--- config.mk ---
export PLATFORM = sky130hd
export DESIGN_NAME = base12_signed_add_sub_flat
export DESIGN_NICKNAME = d
export VERILOG_FILES = /design/src/rtl/core/b12as_pkg.sv /design/src/rtl/core/b12as_if.sv /design/src/rtl/core/b12as_alu.sv /design/src/rtl/core/base12_signed_add_sub.sv /design/src/flat_wrapper.sv
export SDC_FILE = /design/constraint.sdc
export NUM_CORES = 1
export LEC_CHECK = 0
export BUFFER_PORTS_ARGS = -buffer_cell sky130_fd_sc_hd__buf_2
export CAP_MARGIN = 20
export CORE_MARGIN = 4
export CORE_UTILIZATION = 30
export CTS_CLUSTER_SIZE = 24
export DETAILED_ROUTE_END_ITERATION = 6
export GPL_TIMING_DRIVEN = 0
export PLACE_DENSITY_LB_ADDON = 0.1
export SETUP_SLACK_MARGIN = 0.4
export SYNTH_ARGS = -nofsm -noshare
export SYNTH_HDL_FRONTEND = slang
export SYNTH_SLANG_ARGS = --single-unit
--- constraint.sdc ---
create_clock -name i_clk -period 16.06 [get_ports i_clk]
set_clock_uncertainty 0.05 [all_clocks]
set_input_delay 1.606 -clock i_clk [delete_from_list [all_inputs] [get_ports i_clk]]
set_output_delay 1.606 -clock i_clk [all_outputs]
set_load 0.01 [all_outputs]
--- src/rtl/core/b12as_pkg.sv ---
package b12as_pkg;

    localparam int DIGITS = 8;
    localparam int DIG_W  = 4;
    localparam int MAG_W  = 32;
    localparam int RES_W  = 36;

    localparam logic [DIG_W-1:0] RADIX     = 4'd12;
    localparam logic [DIG_W-1:0] MAX_DIGIT = 4'd11;

    typedef enum logic [0:0] {
        OP_ADD = 1'b0,
        OP_SUB = 1'b1
    } t_op;

    typedef struct packed {
        t_op              operation;
        logic             a_negative;
        logic [MAG_W-1:0] a_digits;
        logic             b_negative;
        logic [MAG_W-1:0] b_digits;
    } t_item;

    typedef struct packed {
        logic             result_negative;
        logic [RES_W-1:0] result_digits;
        logic             bad_digit;
    } t_result;

endpackage

--- src/rtl/core/b12as_if.sv ---
interface b12as_in_if;
    import b12as_pkg::*;

    logic             valid;
    logic             ready;
    t_op              operation;
    logic             a_negative;
    logic [MAG_W-1:0] a_digits;
    logic             b_negative;
    logic [MAG_W-1:0] b_digits;

    modport source (
        output valid, operation, a_negative, a_digits, b_negative, b_digits,
        input  ready
    );
    modport sink (
        input  valid, operation, a_negative, a_digits, b_negative, b_digits,
        output ready
    );
endinterface

interface b12as_out_if;
    import b12as_pkg::*;

    logic             valid;
    logic             ready;
    logic             result_negative;
    logic [RES_W-1:0] result_digits;
    logic             bad_digit;

    modport source (
        output valid, result_negative, result_digits, bad_digit,
        input  ready
    );
    modport sink (
        input  valid, result_negative, result_digits, bad_digit,
        output ready
    );
endinterface

--- src/rtl/core/b12as_alu.sv ---
module b12as_alu (
    input  b12as_pkg::t_item   i_item,
    output b12as_pkg::t_result o_result
);
    import b12as_pkg::*;

    logic             bad;
    logic             b_neg_eff;
    logic             a_gt_b;
    logic [MAG_W-1:0] big;
    logic [MAG_W-1:0] sml;
    logic [RES_W-1:0] sum_mag;
    logic [RES_W-1:0] dif_mag;
    logic [RES_W-1:0] mag;
    logic             neg;

    // digit range check over the used nibbles
    always_comb begin
        bad = 1'b0;
        for (int i = 0; i < DIGITS; i++) begin
            if (i_item.a_digits[DIG_W*i +: DIG_W] > MAX_DIGIT ||
                i_item.b_digits[DIG_W*i +: DIG_W] > MAX_DIGIT) begin
                bad = 1'b1;
            end
        end
    end

    assign b_neg_eff = i_item.b_negative ^ (i_item.operation == OP_SUB);
    // packed digits below radix order the same as plain binary
    assign a_gt_b    = i_item.a_digits > i_item.b_digits;
    assign big       = a_gt_b ? i_item.a_digits : i_item.b_digits;
    assign sml       = a_gt_b ? i_item.b_digits : i_item.a_digits;

    // base-12 ripple carry add
    always_comb begin
        logic             carry;
        logic [DIG_W:0]   s;
        carry   = 1'b0;
        sum_mag = '0;
        for (int i = 0; i < DIGITS; i++) begin
            s = {1'b0, i_item.a_digits[DIG_W*i +: DIG_W]}
              + {1'b0, i_item.b_digits[DIG_W*i +: DIG_W]}
              + {{DIG_W{1'b0}}, carry};
            carry = (s >= {1'b0, RADIX});
            if (carry) begin
                s = s - {1'b0, RADIX};
            end
            sum_mag[DIG_W*i +: DIG_W] = s[DIG_W-1:0];
        end
        sum_mag[DIG_W*DIGITS +: DIG_W] = {{(DIG_W-1){1'b0}}, carry};
    end

    // base-12 ripple borrow subtract, larger minus smaller
    always_comb begin
        logic             borrow;
        logic [DIG_W:0]   d;
        borrow  = 1'b0;
        dif_mag = '0;
        for (int i = 0; i < DIGITS; i++) begin
            d = {1'b0, big[DIG_W*i +: DIG_W]} + {1'b0, RADIX}
              - {1'b0, sml[DIG_W*i +: DIG_W]}
              - {{DIG_W{1'b0}}, borrow};
            borrow = (d < {1'b0, RADIX});
            if (!borrow) begin
                d = d - {1'b0, RADIX};
            end
            dif_mag[DIG_W*i +: DIG_W] = d[DIG_W-1:0];
        end
    end

    always_comb begin
        if (i_item.a_negative == b_neg_eff) begin
            mag = sum_mag;
            neg = i_item.a_negative;
        end else begin
            mag = dif_mag;
            neg = a_gt_b ? i_item.a_negative : b_neg_eff;
        end
        if (mag == '0) begin
            neg = 1'b0;
        end
        if (bad) begin
            o_result.result_negative = 1'b0;
            o_result.result_digits   = '0;
        end else begin
            o_result.result_negative = neg;
            o_result.result_digits   = mag;
        end
        o_result.bad_digit = bad;
    end
endmodule

--- src/rtl/core/base12_signed_add_sub.sv ---
// registers: input register, then result register, from input transaction to result valid
// throughput: one transaction per cycle while the sink is ready, set by the single add/subtract
//   pass between the two registers; under output backpressure a full input stage holds
// reset: synchronous active-low i_rst_n empties both stages; payload registers are not reset
module base12_signed_add_sub (
    input  logic        i_clk,
    input  logic        i_rst_n,
    b12as_in_if.sink    i_in,
    b12as_out_if.source o_res
);
    import b12as_pkg::*;

    // stage 1: captured operands
    logic    r_s1_valid, n_s1_valid;
    t_item   r_s1_item,  n_s1_item;
    // stage 2: finished result waiting for the sink
    logic    r_s2_valid, n_s2_valid;
    t_result r_s2_res,   n_s2_res;

    t_result alu_res;
    logic    s2_load;
    logic    s1_adv;
    logic    in_take;

    b12as_alu u_alu (
        .i_item   (r_s1_item),
        .o_result (alu_res)
    );

    // result stage can take a new value when empty or being drained
    assign s2_load = !r_s2_valid || o_res.ready;
    assign s1_adv  = r_s1_valid && s2_load;
    // input stage frees up when empty or when its operands move on
    assign i_in.ready = !r_s1_valid || s2_load;
    assign in_take    = i_in.valid && i_in.ready;

    always_comb begin
        n_s1_valid = r_s1_valid;
        n_s1_item  = r_s1_item;
        n_s2_valid = r_s2_valid;
        n_s2_res   = r_s2_res;

        if (s2_load) begin
            n_s2_valid = r_s1_valid;
            n_s2_res   = alu_res;
        end
        if (in_take) begin
            n_s1_valid           = 1'b1;
            n_s1_item.operation  = i_in.operation;
            n_s1_item.a_negative = i_in.a_negative;
            n_s1_item.a_digits   = i_in.a_digits;
            n_s1_item.b_negative = i_in.b_negative;
            n_s1_item.b_digits   = i_in.b_digits;
        end else if (s1_adv) begin
            n_s1_valid = 1'b0;
        end
    end

    always_ff @(posedge i_clk) begin
        if (!i_rst_n) begin
            r_s1_valid <= 1'b0;
            r_s2_valid <= 1'b0;
        end else begin
            r_s1_valid <= n_s1_valid;
            r_s2_valid <= n_s2_valid;
        end
    end

    // payload, no reset needed
    always_ff @(posedge i_clk) begin
        r_s1_item <= n_s1_item;
        r_s2_res  <= n_s2_res;
    end

    assign o_res.valid           = r_s2_valid;
    assign o_res.result_negative = r_s2_res.result_negative;
    assign o_res.result_digits   = r_s2_res.result_digits;
    assign o_res.bad_digit       = r_s2_res.bad_digit;
endmodule

--- src/flat_wrapper.sv ---
// flat-port wrapper written by rule: the top's interface ports become plain ports
module base12_signed_add_sub_flat import b12as_pkg::*;
  (i_clk, i_rst_n, i_in_valid, i_in_operation, i_in_a_negative, i_in_a_digits, i_in_b_negative, i_in_b_digits, i_in_ready, o_res_valid, o_res_result_negative, o_res_result_digits, o_res_bad_digit, o_res_ready);
  b12as_in_if i_in_i ();
  b12as_out_if o_res_i ();
  input  logic i_clk;
  input  logic i_rst_n;
  input wire logic [$bits(i_in_i.valid)-1:0] i_in_valid;
  input wire logic [$bits(i_in_i.operation)-1:0] i_in_operation;
  input wire logic [$bits(i_in_i.a_negative)-1:0] i_in_a_negative;
  input wire logic [$bits(i_in_i.a_digits)-1:0] i_in_a_digits;
  input wire logic [$bits(i_in_i.b_negative)-1:0] i_in_b_negative;
  input wire logic [$bits(i_in_i.b_digits)-1:0] i_in_b_digits;
  output wire logic [$bits(i_in_i.ready)-1:0] i_in_ready;
  output wire logic [$bits(o_res_i.valid)-1:0] o_res_valid;
  output wire logic [$bits(o_res_i.result_negative)-1:0] o_res_result_negative;
  output wire logic [$bits(o_res_i.result_digits)-1:0] o_res_result_digits;
  output wire logic [$bits(o_res_i.bad_digit)-1:0] o_res_bad_digit;
  input wire logic [$bits(o_res_i.ready)-1:0] o_res_ready;
  assign i_in_i.valid = i_in_valid;
  assign i_in_i.operation = i_in_operation;
  assign i_in_i.a_negative = i_in_a_negative;
  assign i_in_i.a_digits = i_in_a_digits;
  assign i_in_i.b_negative = i_in_b_negative;
  assign i_in_i.b_digits = i_in_b_digits;
  assign i_in_ready = i_in_i.ready;
  assign o_res_valid = o_res_i.valid;
  assign o_res_result_negative = o_res_i.result_negative;
  assign o_res_result_digits = o_res_i.result_digits;
  assign o_res_bad_digit = o_res_i.bad_digit;
  assign o_res_i.ready = o_res_ready;
  base12_signed_add_sub u_core (.i_clk(i_clk), .i_rst_n(i_rst_n), .i_in(i_in_i), .o_res(o_res_i));
endmodule
==> flow_results.org <==
** Yosys
- Cell area after synthesis :: 8119 sq um
- By area the synthesized netlist is led by edfxtp_1, ha_1, fa_1.
- Of the synthesized area, sequential elements account for 38.22%.
- Total of flip-flops plus latches after synthesis :: 104
- Share of flip-flops with an asynchronous set or reset :: 0%
- The most used flip-flop cell after synthesis is edfxtp_1.
- Area share of the leading cell type in the synthesized netlist :: 37.73%
- For this run, the number of Yosys warnings is 0.
- Yosys cell types :: 65
- The largest total area in the synthesized netlist belongs to edfxtp_1.
- Mapped Avg Cell Area :: 10.29 sq um
- Yosys mapped a number of flops with a built-in enable equal to 102.
- In the post-synthesis netlist, the cell with the most instances is edfxtp_1.
- Number of standard cells after synthesis :: 789
- Leading post-synthesis cells by instance count :: edfxtp_1, nor2_1, inv_1

** Cells and area
- From synthesis to final layout, the design area changed by 29.82%.
- Nets :: 1,163
- Number of fill cells in the layout :: 2,620
- Area of all placed cells without fillers :: 10,540 sq um
- Diodes inserted :: 0
- Ratio of cells with drive above 1 in the final layout :: 31.37%
- Final standard cell utilization of the core :: 39.99%

** GRT
- Number of global-route vias before repair :: 6,786
- Overall overflow remaining after global route :: 0
- Global routing used 16.48% of the available tracks.
- Maximum number of pins on one net before global-route repair :: 43
- The number of antenna violations at the first check in global routing came to 0.
- The first global-routing pass estimated 38.33 mm of wire.

** Pwr
- Of the total power, the clock network draws 22.3%.
- Worst-case vdd ir drop :: 0.05382 mV
- Part of the power in combinational logic :: 47.7%
- Switching power :: 409.8 uW
- Sequential cells burn 30.0% of the power.
- Power consumption :: 1.085 mW
- Total leakage power :: 4.557 nW
- Net switching is 37.77% of the power.
- Dividing total power by cell area gives a power density of 102.9 nW/um^2.
- Cell internal power was estimated by the tool at 675.2 uW.

** Die
- The die is 172.5 microns tall.
- Cell row count :: 59
- Die ar. :: 29,760 sq um
- The die is 172.5 microns wide.
- Effective utilization at floorplan :: 30.81%
- I/O pin count :: 111
- The floorplan step defined a core boundary enclosing 26,350 sq um.

** Run
- Max-cap violations in this run came to 0.

** Placed design
- Buffers placed on the I/O ports in this run total 107.
- The wire-length estimate of the detail-placed layout is 18.79 mm.
- At the end of routability-driven placement, the weighted congestion stood at 0.8731.
- The placed instances occupy a cell area of 9104 sq um.

** STA
- Ratio of final minimum period to clock period :: 94.96%
- RSZ-0062 raised after global routing :: yes
- Derived from the worst setup path, the maximum achievable clock frequency is 0.06557 GHz.
- Final Max Tran Viols :: 0
- Setup violations remaining at the end of the flow were counted as 0.
- Actual slew at the worst max-slew pin :: 1.102 ns
- Setup tns final :: 0 ns
- Number of hold-slack violations in the final timing report :: 0
- The routed design could run at a clock period as short as 15.25 ns.
- Headroom to the max-slew limit came out at 26.03%.

** Detailed routing
- The first detailed-routing pass took 4 iterations.
- Routed wire length per instance :: 18.88 microns
- After the first detailed-routing iteration, the DRC count stood at 333.
- Final Routed Wirelength :: 24.92 mm
- Post-DRT Antenna Nets :: 0
- DRC violation count after routing :: 0
- Routed vias/inst :: 4.970
- Via count :: 6,560

** Worst setup path
- For the worst setup path, the data required time is 16.12 ns.
- The number of buffers and inverters on the critical path is 9.
- On the worst path, the slowest cell contributes a delay of 0.48 ns.
- Critical path's most frequent cell :: fa_2
- Slowest cell on the critical path :: fa_2
- Startpoint types :: flop
- The cell family contributing the most delay on the critical path is adder cells.
- The critical path is of the flop to flop type.
- Element type at the critical path end :: flop
- For the worst setup path, the data arrival time is 15.31 ns.
- Along the worst path, the maximum fanout reaches 10.

** Worst hold path
- The path class of the tightest hold or removal check is flop to flop.

** Status
- Status :: finished, final reports clean

** Clock tree
- Clock-pin slew was measured on the worst setup and hold paths at 0.07 ns.
- Cts bufs inserted :: 9
- Cell at the root of the clock tree :: clkbuf_16
- Count of clock tree sinks :: 104
- The clock passes through at most 2 buffers.
- TritonCTS built the clock tree.
- CTS built an H-tree with a depth of 3.
- For this design, the CTS-stage hold fixing added 0 buffers.
- Clock network latency to the later pin of the worst-skew pair :: 0.36 ns
## what timing repair did
item,in CTS,in global routing
setup buffers,39,31
setup endpoints to repair,8,4
pin swaps,22,32
gates resized for setup,73,51
## stage by stage
step / cells / hold slack, ns / setup slack (ns)
after floorplan: 791 / 0.4127 / 1.168
after global placement: 1233 / 0.4309 / -1.697
after detailed placement: 1234 / 0.4332 / -1.734
after CTS: 1289 / 0.4502 / 0.4006
after global routing: 1320 / 0.4790 / 0.2242
final: 1320 / 0.4474 / 0.8097
## power groups by stage
stage / sequential (mW) / clock [mW] / combinational (mW)
final: 0.326 / 0.242 / 0.518
after global routing: 0.328 / 0.259 / 0.568
after CTS: 0.326 / 0.249 / 0.481
after detailed placement: 0.334 / 0 / 0.420
after global placement: 0.335 / 0 / 0.419
after floorplan: 0.332 / 0 / 0.296
## sequential cells by signal, indices dropped and copies added (netlist names)
| signal | count |
|---|---|
| u_core.o_res.bad_digit | 1 |
| u_core.o_res.valid | 1 |
| u_core.o_res.result_digits | 33 |
| u_core.r_s1_item | 67 |
| u_core.o_res.result_negative | 1 |
| u_core.r_s1_valid | 1 |
## worst register-to-register path: cells and delay by family, from the launching register on
family / cells / cell delay [ns]
XOR/XNOR: 5 / 0.95
flip-flops: 1 / 0.47
AO/OA/AOI/OAI: 14 / 2.11
buffers and inverters: 9 / 0.84
adder cells (fa/ha/maj): 30 / 9.26
AND/OR/NAND/NOR: 6 / 1.34
## cell usage in the layout, fill, tap and decap left out, types with 4 or more instances in the layout
master,netlist,routed
a211oi_1,25,21
a211oi_2,1,5
a21o_1,6,6
a21oi_1,64,48
a21oi_2,0,11
a21oi_4,0,5
a221oi_1,5,4
and3_1,11,11
buf_2,0,107
buf_4,3,73
clkbuf_1,15,12
clkbuf_16,0,10
edfxtp_1,102,102
fa_1,37,14
fa_2,0,23
ha_1,75,63
ha_4,0,10
inv_1,77,71
inv_2,0,5
mux2i_1,27,27
nand2_1,35,34
nand2b_1,4,4
nand3_1,11,10
nand3b_1,4,4
nand4_1,19,19
nor2_1,84,82
nor2b_1,21,21
nor3_1,17,15
o211ai_1,5,5
o21a_1,14,14
o21ai_0,28,23
o21ai_2,1,4
o31ai_1,11,7
o31ai_4,1,4
xnor2_1,15,7
xnor2_2,0,7
xor2_2,0,6
## logic make-up after synthesis
| family | share of synthesized area (%) |
|---|---|
| simple gates | 14.81 |
| other cells | 0.04619 |
| mux | 3.883 |
| compound gates | 15.21 |
| buf+inv | 4.669 |
| fa+ha+maj | 20.68 |
| xor+xnor | 2.481 |
| flops | 38.22 |
## area by class of cell
cell class / instances / area (sq um) / share of cell area [%]
plain buffers: 21 / 132.6 / 1.258
clock buffers: 10 / 229.0 / 2.172
clock inverters: 6 / 91.34 / 0.8666
inverters: 77 / 292.8 / 2.778
multi-input cells: 589 / 5191 / 49.25
flip-flops and latches: 104 / 3103 / 29.44
well taps: 335 / 419.2 / 3.977
repair buffers: 178 / 1081 / 10.26
## metal layers
| metal | global-route usage [%] | share of wire, % | vias to the layer above |
|---|---|---|---|
| li1 | - | - | 3239 |
| met1 | 22.61 | 48 | 3171 |
| met2 | 27.19 | 47 | 126 |
| met3 | 2.722 | 3.6 | 24 |
| met4 | 4.358 | 1.5 | 0 |
| met5 | 0 | 0 | - |
## final timing paths
path,startpoint,to,slack [ns],cells past startpoint
hold / removal,u_core.r_s1_valid$_SDFFE_PN0P_,u_core.o_res.valid$_SDFFE_PN0P_,0.45,1
setup reg to reg,u_core.r_s1_item[52]$_DFFE_PP_,u_core.o_res.result_negative$_SDFFCE_PP0P_,0.81,64
hold reg to reg,u_core.r_s1_valid$_SDFFE_PN0P_,u_core.o_res.valid$_SDFFE_PN0P_,0.45,1
setup / recovery,u_core.r_s1_item[52]$_DFFE_PP_,u_core.o_res.result_negative$_SDFFCE_PP0P_,0.81,64
Note: power is estimated with default switching activity, not from simulation.
